File: src/sv/sfd_pkg.sv
// shared types and constants for the serial frame deframer
package sfd_pkg;

  // framing bytes and limits
  localparam logic [7:0] START_REQ = 8'h10;
  localparam logic [7:0] START_REP = 8'h20;
  localparam logic [7:0] MIN_LEN   = 8'd6;

  // gap limit reset values in ticks
  localparam logic [31:0] START_GAP_RESET = 32'(1193 * 250);
  localparam logic [31:0] BYTE_GAP_RESET  = 32'(1193 * 25);

  // phase codes
  localparam logic [1:0] PH_HUNT = 2'd0;
  localparam logic [1:0] PH_LEN  = 2'd1;
  localparam logic [1:0] PH_BODY = 2'd2;

  // frame status codes
  localparam logic [2:0] ST_OK   = 3'd0;
  localparam logic [2:0] ST_XOR  = 3'd1;
  localparam logic [2:0] ST_SIZE = 3'd2;
  localparam logic [2:0] ST_GAP  = 3'd3;
  localparam logic [2:0] ST_CHAN = 3'd4;

  // item kinds
  localparam logic KIND_DATA   = 1'b0;
  localparam logic KIND_STATUS = 1'b1;

  // register indexes
  localparam logic REG_START_GAP = 1'b0;
  localparam logic REG_BYTE_GAP  = 1'b1;

  // one received byte
  typedef struct packed {
    logic [7:0]  byte_value;
    logic [7:0]  line_channel;
    logic [31:0] timestamp;
  } sfd_byte_t;

  // one result item
  typedef struct packed {
    logic       item_kind;
    logic       is_reply;
    logic [7:0] station_address;
    logic [7:0] message_type;
    logic [7:0] payload_byte;
    logic [7:0] payload_index;
    logic [2:0] frame_status;
    logic       last_of_frame;
  } sfd_result_t;

endpackage

File: src/sv/sfd_if.sv
// request channel interfaces for received bytes and frame results
interface sfd_byte_if;
  logic        valid;
  logic        ready;
  logic [7:0]  byte_value;
  logic [7:0]  line_channel;
  logic [31:0] timestamp;

  modport source (output valid, output byte_value, output line_channel, output timestamp,
                  input ready);
  modport sink (input valid, input byte_value, input line_channel, input timestamp,
                output ready);
endinterface

interface sfd_result_if;
  logic       valid;
  logic       ready;
  logic       item_kind;
  logic       is_reply;
  logic [7:0] station_address;
  logic [7:0] message_type;
  logic [7:0] payload_byte;
  logic [7:0] payload_index;
  logic [2:0] frame_status;
  logic       last_of_frame;

  modport source (output valid, output item_kind, output is_reply, output station_address,
                  output message_type, output payload_byte, output payload_index,
                  output frame_status, output last_of_frame, input ready);
  modport sink (input valid, input item_kind, input is_reply, input station_address,
                input message_type, input payload_byte, input payload_index,
                input frame_status, input last_of_frame, output ready);
endinterface

File: src/sv/serial_frame_deframer_xor_check.sv
// serial frame deframer with running xor check, top level
// a request's result passes the input register, then the result register; a request that
// yields no result still takes one slot; one byte request is taken per cycle unless the
// result register stalls; the input register advances whenever the result register is empty
// or being taken; reset (rst, synchronous, active high) returns to hunting, empties both
// registers and restores both gap limits to their default values
module serial_frame_deframer_xor_check (
  input  logic        clk,
  input  logic        rst,
  input  logic        psel,
  input  logic        penable,
  input  logic        pwrite,
  input  logic [2:0]  paddr,
  input  logic [31:0] pwdata,
  output logic [31:0] prdata,
  output logic        pready,
  sfd_byte_if.sink    byte_in,
  sfd_result_if.source result_out
);
  import sfd_pkg::*;

  // configuration registers
  logic [31:0] start_gap_ticks;
  logic [31:0] byte_gap_ticks;

  // input register
  logic      in_valid;
  sfd_byte_t in_item;

  // result register
  logic        out_valid;
  sfd_result_t out_item;

  // frame state
  logic [1:0]  phase;
  logic [7:0]  frame_channel;
  logic [31:0] last_byte_time;
  logic [7:0]  bytes_counted;
  logic [7:0]  frame_length;
  logic [7:0]  running_xor;
  logic        reply_flag;
  logic [7:0]  held_address;
  logic [7:0]  held_type;

  logic [1:0]  phase_next;
  logic [7:0]  frame_channel_next;
  logic [31:0] last_byte_time_next;
  logic [7:0]  bytes_counted_next;
  logic [7:0]  frame_length_next;
  logic [7:0]  running_xor_next;
  logic        reply_flag_next;
  logic [7:0]  held_address_next;
  logic [7:0]  held_type_next;

  logic        has_result;
  sfd_result_t result_next;
  logic        advance;

  logic        in_frame;
  logic        is_start;
  logic        chan_bad;
  logic        gap_bad;
  logic [31:0] gap;
  logic [31:0] gap_limit;
  logic [7:0]  pos;
  logic [7:0]  count_inc;

  // apb register port
  assign pready = 1'b1;
  assign prdata = (paddr[2] == REG_BYTE_GAP) ? byte_gap_ticks : start_gap_ticks;

  always_ff @(posedge clk) begin
    if (rst) begin
      start_gap_ticks <= START_GAP_RESET;
      byte_gap_ticks  <= BYTE_GAP_RESET;
    end else if (psel && penable && pwrite && pready) begin
      case (paddr[2])
        REG_START_GAP: start_gap_ticks <= pwdata;
        REG_BYTE_GAP:  byte_gap_ticks  <= pwdata;
        default: ;
      endcase
    end
  end

  // handshake control
  assign advance       = in_valid && (!out_valid || result_out.ready);
  assign byte_in.ready = !in_valid || advance;

  // input register
  always_ff @(posedge clk) begin
    if (rst) begin
      in_valid <= 1'b0;
    end else if (byte_in.ready) begin
      in_valid <= byte_in.valid;
    end
  end

  always_ff @(posedge clk) begin
    if (byte_in.ready && byte_in.valid) begin
      in_item.byte_value   <= byte_in.byte_value;
      in_item.line_channel <= byte_in.line_channel;
      in_item.timestamp    <= byte_in.timestamp;
    end
  end

  // frame checks on the held byte
  assign in_frame  = (phase == PH_LEN) || (phase == PH_BODY);
  assign is_start  = (in_item.byte_value == START_REQ) || (in_item.byte_value == START_REP);
  assign chan_bad  = in_item.line_channel != frame_channel;
  assign gap       = in_item.timestamp - last_byte_time;
  assign gap_limit = (phase == PH_LEN) ? start_gap_ticks : byte_gap_ticks;
  assign gap_bad   = gap > gap_limit;
  assign pos       = bytes_counted;
  assign count_inc = bytes_counted + 8'd1;

  // next state and result for the held byte
  always_comb begin
    phase_next          = phase;
    frame_channel_next  = frame_channel;
    last_byte_time_next = last_byte_time;
    bytes_counted_next  = bytes_counted;
    frame_length_next   = frame_length;
    running_xor_next    = running_xor;
    reply_flag_next     = reply_flag;
    held_address_next   = held_address;
    held_type_next      = held_type;
    has_result          = 1'b0;

    // status item by default, data fields zero
    result_next.item_kind       = KIND_STATUS;
    result_next.is_reply        = reply_flag;
    result_next.station_address = held_address;
    result_next.message_type    = held_type;
    result_next.payload_byte    = 8'd0;
    result_next.payload_index   = 8'd0;
    result_next.frame_status    = ST_OK;
    result_next.last_of_frame   = 1'b1;

    if (!in_frame || chan_bad || gap_bad) begin
      // hunting, or an abort that reconsiders this byte as a start
      if (in_frame) begin
        has_result               = 1'b1;
        result_next.frame_status = chan_bad ? ST_CHAN : ST_GAP;
      end
      phase_next = PH_HUNT;
      if (is_start) begin
        phase_next          = PH_LEN;
        reply_flag_next     = in_item.byte_value == START_REP;
        frame_channel_next  = in_item.line_channel;
        last_byte_time_next = in_item.timestamp;
        running_xor_next    = in_item.byte_value;
        bytes_counted_next  = 8'd1;
        frame_length_next   = 8'd0;
        held_address_next   = 8'd0;
        held_type_next      = 8'd0;
      end
    end else if (phase == PH_LEN) begin
      last_byte_time_next = in_item.timestamp;
      if (in_item.byte_value < MIN_LEN) begin
        has_result               = 1'b1;
        result_next.frame_status = ST_SIZE;
        phase_next               = PH_HUNT;
      end else begin
        frame_length_next  = in_item.byte_value;
        running_xor_next   = running_xor ^ in_item.byte_value;
        bytes_counted_next = 8'd2;
        phase_next         = PH_BODY;
      end
    end else begin
      last_byte_time_next = in_item.timestamp;
      bytes_counted_next  = count_inc;
      if (count_inc == frame_length) begin
        // end byte closes the frame
        has_result               = 1'b1;
        result_next.frame_status = (running_xor == 8'd0) ? ST_OK : ST_XOR;
        phase_next               = PH_HUNT;
      end else begin
        running_xor_next = running_xor ^ in_item.byte_value;
        if (pos == 8'd2) begin
          held_address_next = in_item.byte_value;
        end else if (pos == 8'd3) begin
          held_type_next = in_item.byte_value;
        end else begin
          has_result                = 1'b1;
          result_next.item_kind     = KIND_DATA;
          result_next.payload_byte  = in_item.byte_value;
          result_next.payload_index = pos - 8'd4;
          result_next.last_of_frame = 1'b0;
        end
      end
    end
  end

  // frame state registers
  always_ff @(posedge clk) begin
    if (rst) begin
      phase          <= PH_HUNT;
      frame_channel  <= 8'd0;
      last_byte_time <= 32'd0;
      bytes_counted  <= 8'd0;
      frame_length   <= 8'd0;
      running_xor    <= 8'd0;
      reply_flag     <= 1'b0;
      held_address   <= 8'd0;
      held_type      <= 8'd0;
    end else if (advance) begin
      phase          <= phase_next;
      frame_channel  <= frame_channel_next;
      last_byte_time <= last_byte_time_next;
      bytes_counted  <= bytes_counted_next;
      frame_length   <= frame_length_next;
      running_xor    <= running_xor_next;
      reply_flag     <= reply_flag_next;
      held_address   <= held_address_next;
      held_type      <= held_type_next;
    end
  end

  // result register
  always_ff @(posedge clk) begin
    if (rst) begin
      out_valid <= 1'b0;
    end else if (advance) begin
      out_valid <= has_result;
    end else if (result_out.ready) begin
      out_valid <= 1'b0;
    end
  end

  always_ff @(posedge clk) begin
    if (advance && has_result) begin
      out_item <= result_next;
    end
  end

  assign result_out.valid           = out_valid;
  assign result_out.item_kind       = out_item.item_kind;
  assign result_out.is_reply        = out_item.is_reply;
  assign result_out.station_address = out_item.station_address;
  assign result_out.message_type    = out_item.message_type;
  assign result_out.payload_byte    = out_item.payload_byte;
  assign result_out.payload_index   = out_item.payload_index;
  assign result_out.frame_status    = out_item.frame_status;
  assign result_out.last_of_frame   = out_item.last_of_frame;

`ifndef SYNTH
  // the unused phase code is never entered
  assert property (@(posedge clk) disable iff (rst) phase != 2'd3)
    else $error("deframer entered unused phase code");

  // inside a frame body the count stays short of the length
  assert property (@(posedge clk) disable iff (rst)
    phase == PH_BODY |-> (bytes_counted >= 8'd2) && (bytes_counted < frame_length)
                         && (frame_length >= MIN_LEN))
    else $error("frame body count out of range");

  // a held byte waiting on a stalled result leaves the frame state alone
  assert property (@(posedge clk) disable iff (rst)
    in_valid && out_valid && !result_out.ready |=> $stable(phase) && $stable(bytes_counted))
    else $error("frame state moved while the result register was stalled");

  // a status result always closes the frame
  assert property (@(posedge clk) disable iff (rst)
    advance && has_result && result_next.item_kind == KIND_STATUS |=> phase != PH_BODY)
    else $error("frame body continued after a status result");
`endif

endmodule

File: src/flat_wrapper.sv
// flat-port wrapper written by rule: the top's interface ports become plain ports
module serial_frame_deframer_xor_check_flat import sfd_pkg::*;
  (clk, rst, psel, penable, pwrite, paddr, pwdata, prdata, pready, byte_in_valid, byte_in_byte_value, byte_in_line_channel, byte_in_timestamp, byte_in_ready, result_out_valid, result_out_item_kind, result_out_is_reply, result_out_station_address, result_out_message_type, result_out_payload_byte, result_out_payload_index, result_out_frame_status, result_out_last_of_frame, result_out_ready);
  sfd_byte_if byte_in_i ();
  sfd_result_if result_out_i ();
  input  logic clk;
  input  logic rst;
  input  logic psel;
  input  logic penable;
  input  logic pwrite;
  input  logic [2:0] paddr;
  input  logic [31:0] pwdata;
  output logic [31:0] prdata;
  output logic pready;
  input wire logic [$bits(byte_in_i.valid)-1:0] byte_in_valid;
  input wire logic [$bits(byte_in_i.byte_value)-1:0] byte_in_byte_value;
  input wire logic [$bits(byte_in_i.line_channel)-1:0] byte_in_line_channel;
  input wire logic [$bits(byte_in_i.timestamp)-1:0] byte_in_timestamp;
  output wire logic [$bits(byte_in_i.ready)-1:0] byte_in_ready;
  output wire logic [$bits(result_out_i.valid)-1:0] result_out_valid;
  output wire logic [$bits(result_out_i.item_kind)-1:0] result_out_item_kind;
  output wire logic [$bits(result_out_i.is_reply)-1:0] result_out_is_reply;
  output wire logic [$bits(result_out_i.station_address)-1:0] result_out_station_address;
  output wire logic [$bits(result_out_i.message_type)-1:0] result_out_message_type;
  output wire logic [$bits(result_out_i.payload_byte)-1:0] result_out_payload_byte;
  output wire logic [$bits(result_out_i.payload_index)-1:0] result_out_payload_index;
  output wire logic [$bits(result_out_i.frame_status)-1:0] result_out_frame_status;
  output wire logic [$bits(result_out_i.last_of_frame)-1:0] result_out_last_of_frame;
  input wire logic [$bits(result_out_i.ready)-1:0] result_out_ready;
  assign byte_in_i.valid = byte_in_valid;
  assign byte_in_i.byte_value = byte_in_byte_value;
  assign byte_in_i.line_channel = byte_in_line_channel;
  assign byte_in_i.timestamp = byte_in_timestamp;
  assign byte_in_ready = byte_in_i.ready;
  assign result_out_valid = result_out_i.valid;
  assign result_out_item_kind = result_out_i.item_kind;
  assign result_out_is_reply = result_out_i.is_reply;
  assign result_out_station_address = result_out_i.station_address;
  assign result_out_message_type = result_out_i.message_type;
  assign result_out_payload_byte = result_out_i.payload_byte;
  assign result_out_payload_index = result_out_i.payload_index;
  assign result_out_frame_status = result_out_i.frame_status;
  assign result_out_last_of_frame = result_out_i.last_of_frame;
  assign result_out_i.ready = result_out_ready;
  serial_frame_deframer_xor_check u_core (.clk(clk), .rst(rst), .psel(psel), .penable(penable), .pwrite(pwrite), .paddr(paddr), .pwdata(pwdata), .prdata(prdata), .pready(pready), .byte_in(byte_in_i), .result_out(result_out_i));
endmodule
File: config.mk
export PLATFORM = sky130hd
export DESIGN_NAME = serial_frame_deframer_xor_check_flat
export DESIGN_NICKNAME = d
export VERILOG_FILES = /design/src/sv/sfd_pkg.sv /design/src/sv/sfd_if.sv /design/src/sv/serial_frame_deframer_xor_check.sv /design/src/flat_wrapper.sv
export SDC_FILE = /design/constraint.sdc
export NUM_CORES = 1
export LEC_CHECK = 0
export BUFFER_PORTS_ARGS = -buffer_cell sky130_fd_sc_hd__clkbuf_2
export CAP_MARGIN = 20
export CORE_UTILIZATION = 29
export DETAILED_ROUTE_END_ITERATION = 16
export HOLD_SLACK_MARGIN = 0.15
export PLACE_DENSITY_LB_ADDON = 0.15
export SLEW_MARGIN = 20
export SYNTH_ARGS = -nofsm -noshare
export SYNTH_HDL_FRONTEND = slang
export SYNTH_SLANG_ARGS = --single-unit
export TNS_END_PERCENT = 1
File: constraint.sdc
create_clock -name clk -period 16.98 [get_ports clk]
set_clock_uncertainty 0.05 [all_clocks]
set_input_delay 5.094 -clock clk [delete_from_list [all_inputs] [get_ports clk]]
set_output_delay 5.094 -clock clk [all_outputs]
set_load 0.02 [all_outputs]
Word-level counts from Yosys, hierarchy flattened
Cells that the tools add are included.
{"block": "totals", "regBits": 234, "inputBits": 90, "output_inout_bits": 73, "word_cells": 125}
{"block": "classes", "addsub": 3, "n_lt_le_gt_ge": 2, "n_eq_ne": 15, "n_mux": 48, "n_bitwise": 2, "reduce_logical": 32}
{"cell": "two-way mux 8 bit", "count": 22}
{"cell": "two-way mux 32 bit", "count": 4}
{"cell": "> comparator 32 bit", "count": 1}
{"cell": "subtractor 32 bit", "count": 1}
{"cell": "== test 8 x 2 -> 1 bit, second input constant", "count": 2}
{"cell": "two-way mux 3 bit", "count": 5}
{"cell": "two-way mux 1 bit", "count": 12}
{"cell": "two-way mux 2 bit", "count": 5}
{"cell": "adder 8 x 1 -> 8 bit, second input constant", "count": 1}
{"cell": "== test 8 x 5 -> 1 bit, second input constant", "count": 1}
{"cell": "== test 8 x 6 -> 1 bit, second input constant", "count": 1}
{"cell": "== test 8 bit", "count": 1}
{"cell": "logical NOT 8 bit", "count": 1}
{"cell": "less-than comparator 8 x 3 -> 1 bit, second input constant", "count": 1}
{"cell": "inequality test 2 x 1 -> 1 bit, second input constant", "count": 4}
{"cell": "inequality test 8 bit", "count": 1}
{"cell": "AND reduction 2 bit", "count": 4}
{"cell": "AND reduction 4 bit", "count": 2}
{"cell": "nonzero test 2 bit", "count": 4}
{"cell": "subtractor 8 x 3 -> 8 bit, second input constant", "count": 1}
{"cell": "XOR 8 bit", "count": 1}
{"cell": "logical OR 1 bit", "count": 6}
{"cell": "AND reduction 3 bit", "count": 2}
{"cell": "AND reduction 6 bit", "count": 1}
{"cell": "12 further kinds", "count": 18}

Depth between registers and ports, before layout
{"block": "logic_depth", "depth_word": 7, "depth_mapped": 25, "depth_no_buf": 24}

Worst setup path before layout
Ideal clock, no wire load.
{"block": "synth_path", "path_kind": "in2out", "start": "input paddr[2]", "end": "output prdata[10]", "t_arrival_ns": 6.106, "required_time_ns": 11.836, "setup_slack_ns": 5.730, "path_stages": 3, "path_buffers": 2, "path_cell_list": "clkbuf_1 > buf_1 > mux2_2"}
{"block": "synth_via", "elab_chain_cells": 1}
{"item": "start, declared", "line": "flat_wrapper.sv:11", "text": "input logic [2:0] paddr;"}
{"item": "two-way mux 32 bit", "line": "serial_frame_deframer_xor_check.sv:70", "text": "assign prdata = (paddr[2] == REG_BYTE_GAP) ? byte_gap_ticks : start_gap_ticks;"}
{"item": "end, declared", "line": "flat_wrapper.sv:13", "text": "output logic [31:0] prdata;"}
No other way between the ends.

Worst setup path after layout
{"block": "layout_path", "start": "input paddr[2]", "end": "output prdata[31]"}
The elaborated chain is that of the path after synthesis.

==> impl_metrics.json <==
{
  "cp_data_required_time_ps": 11840,
  "worstSkewPairLatency_ps": 540,
  "drtAntennaViolNets": 0,
  "syn_nets": 1408,
  "internal_power_uw": 999,
  "synth-edff-count": 85,
  "sw_frac_of_total": 0.248,
  "dp.cells": 1884,
  "synth_seq_cells": 234,
  "die_area_sq_um": 41300,
  "track_usage": 0.149,
  "wl_mm": 30.9,
  "crit_path_start_kind": "primary input",
  "startpoint": "paddr[2]",
  "critPathMaxFanout": 35,
  "final_hold_viol_count": 0,
  "gp_congestion": 0.794,
  "cts_resized": 0,
  "cts_tree": "built",
  "vias_per_cell": 4.61,
  "clk_pin_slew_worst_paths_ps": 60,
  "place_hpwl_mm": 21.5,
  "setup_viol": 0,
  "antenna_found_initial": 1,
  "synth_warnings": 0,
  "layout-drive-gt1-share": 0.186,
  "cts_setup_buffers": 0,
  "firstDrtPassIters": 4,
  "htreeDepth": 1,
  "vdd_drop_max_mv": 0.0577,
  "syn_area_sq_um": 11700,
  "drc_errors": 0,
  "power_frac_seq": 0.455,
  "pin_count": 163,
  "leakagePower_nw": 5.38,
  "period_needed_ps": 11390,
  "pwr-share-clk": 0.438,
  "rsz0062_at_grt": "false",
  "max_cap_viol_count": 0,
  "initial_core_util": 0.295,
  "whs_ps": 386,
  "syn_area_per_cell_sq_um": 9.39,
  "syn2layout_area_growth_pct": 18.6,
  "hp-start": "u_core.held_type[6]$_SDFFE_PP0P_",
  "post_drt_wl_per_cell_um": 16.0,
  "core.rowCount": 73,
  "worst_pin_slew_ps": 972,
  "hold_path.class": "flip-flop to flip-flop",
  "cts_sinks": 234,
  "final_cell_count_no_fill": 1934,
  "clockRootBuffer": "clkbuf_16",
  "fmax_ghz": 0.0878,
  "path_class": "primary input to output pin",
  "power.switching_uw": 329,
  "finalSetupTns_ps": 0,
  "hold_buffers": 0,
  "core_area_sq_um": 39800,
  "vias": 8921,
  "die_h_um": 203,
  "ys_types": 61,
  "final_net_count": 1547,
  "endpoint_kind": "output pin",
  "grt_pass1_vias": 8808,
  "grt_overflow": 0,
  "grt_pass1_wl_mm": 48.6,
  "cp_data_arrival_time_ps": 6250,
  "portBuffers": 159,
  "slew_viol_final": 0,
  "fp.dieW_um": 203,
  "power_density_nw_per_um2": 95.4,
  "cts.path.max_buffers": 3,
  "fillCellCount": 4172,
  "layout_commonest_cell": "nand2_1",
  "postLayoutCoreUtil": 0.350,
  "drtIter0Drc": 303,
  "combPwrFrac": 0.107,
  "cts_buffers": 27,
  "synthFlopType": "dfxtp_1",
  "async_flop_share": 0,
  "final.period_utilization": 0.671,
  "r2r_start": "u_core.in_item[0]$_DFFE_PP_",
  "layout_common_cells": "nand2_1 (227), clkbuf_2 (158), dfxtp_1 (149)",
  "run_status": "completed",
  "max-slew-margin-rel": 0.352,
  "syn_inst": 1249,
  "grt_max_degree": 86,
  "ys_seq_area_frac": 0.472
}
## power by group through the flow
stage	clock (mW)	sequential (mW)	combinational, mW
2_1_floorplan	0	0.613	0.101
3_3_place_gp	0	0.616	0.143
3_5_place_dp	0	0.616	0.144
4_1_cts	0.600	0.604	0.145
5_1_grt	0.620	0.606	0.162
6_report	0.581	0.604	0.142
## area by class of cell
| cell class | instances | area, sq um | share of cell area |
|---|---|---|---|
| diodes | 1 | 2.50 | 0.000180 |
| flip-flops and latches | 234 | 5540 | 0.398 |
| clock inverters | 15 | 161 | 0.0116 |
| well taps | 525 | 657 | 0.0472 |
| repair buffers | 169 | 873 | 0.0627 |
| inverters | 55 | 206 | 0.0148 |
| multi-input cells | 901 | 5770 | 0.415 |
| clock buffers | 34 | 712 | 0.0512 |
## synth_stat cells (2+ instances only)
master,instances,area share
nand2_1,228,0.073
dfxtp_1,149,0.25
a21oi_1,137,0.058
nor2_1,98,0.031
edfxtp_1,85,0.22
ha_1,68,0.073
mux2i_1,65,0.055
inv_1,54,0.017
clkbuf_1,45,0.014
xnor2_1,38,0.028
mux2_2,33,0.032
a21o_1,24,0.015
o21ai_1,23,0.0098
o21ai_0,21,0.0090
o21a_1,20,0.013
xor2_1,18,0.013
nand4_1,16,0.0085
nand3b_1,14,0.0090
nor3_1,10,0.0043
and2_1,9,0.0048
buf_2,9,0.0038
nand2b_1,8,0.0043
nor2b_1,8,0.0043
or3_1,8,0.0043
and3_1,6,0.0032
nand3_1,6,0.0026
nor4_1,5,0.0027
buf_1,3,0.00096
o31ai_1,3,0.0019
a31oi_1,2,0.0011
buf_4,2,0.0013
o21ai_4,2,0.0028
o21bai_1,2,0.0013
o221a_2,2,0.0019
or2_1,2,0.0011
## registers in the layout, summed over array words and instances, names as in the netlist, 32 cells and up
register / cells
u_core.last_byte_time: 32
u_core.in_item: 48
u_core.start_gap_ticks: 32
u_core.byte_gap_ticks: 32
## metrics by stage
step | total power [mW] | setup WS, ps | cell area [sq um]
2_1_floorplan | 0.714 | 5730 | 11700
3_3_place_gp | 0.759 | 5580 | 13000
3_5_place_dp | 0.760 | 5570 | 13000
4_1_cts | 1.35 | 5560 | 13900
5_1_grt | 1.39 | 5530 | 13900
6_report | 1.33 | 5590 | 13900
## path summary, 6_finish.rpt
path / endpoint / cells after the start / slack (ps)
worst max-delay path: prdata[31] / 4 / 5590
worst min-delay path: u_core.result_out.message_type[6]$_DFFE_PP_ / 0 / 390
worst max register to register: u_core.result_out.message_type[7]$_DFFE_PP_ / 24 / 10370
worst min register to register: u_core.result_out.message_type[6]$_DFFE_PP_ / 0 / 390
## cells by family (layout without fill, tap and decap cells)
kind of cell,count (synthesis),count (layout),synth area share
flops,234,234,0.472
simple gates,423,423,0.157
mux,98,98,0.0871
fa+ha+maj,69,69,0.0742
xor+xnor,56,56,0.0418
compound gates,254,254,0.130
buf+inv,114,273,0.0381
other cells,1,2,0.000320
## per-layer routing
| layer | routed length, um | up-vias | GRT usage |
|---|---|---|---|
| li1 | - | 4600 | - |
| met1 | 14400 | 4144 | 0.193 |
| met2 | 14700 | 135 | 0.258 |
| met3 | 1250 | 42 | 0.0260 |
| met4 | 555 | 0 | 0.0338 |
| met5 | 0 | - | 0 |
## worst max-delay path, cell delays in order
cell,delay (ps)
clkbuf_2,70
buf_4,460
mux2_2,400
clkbuf_2,200
Note: power is estimated with default switching activity, not from simulation.
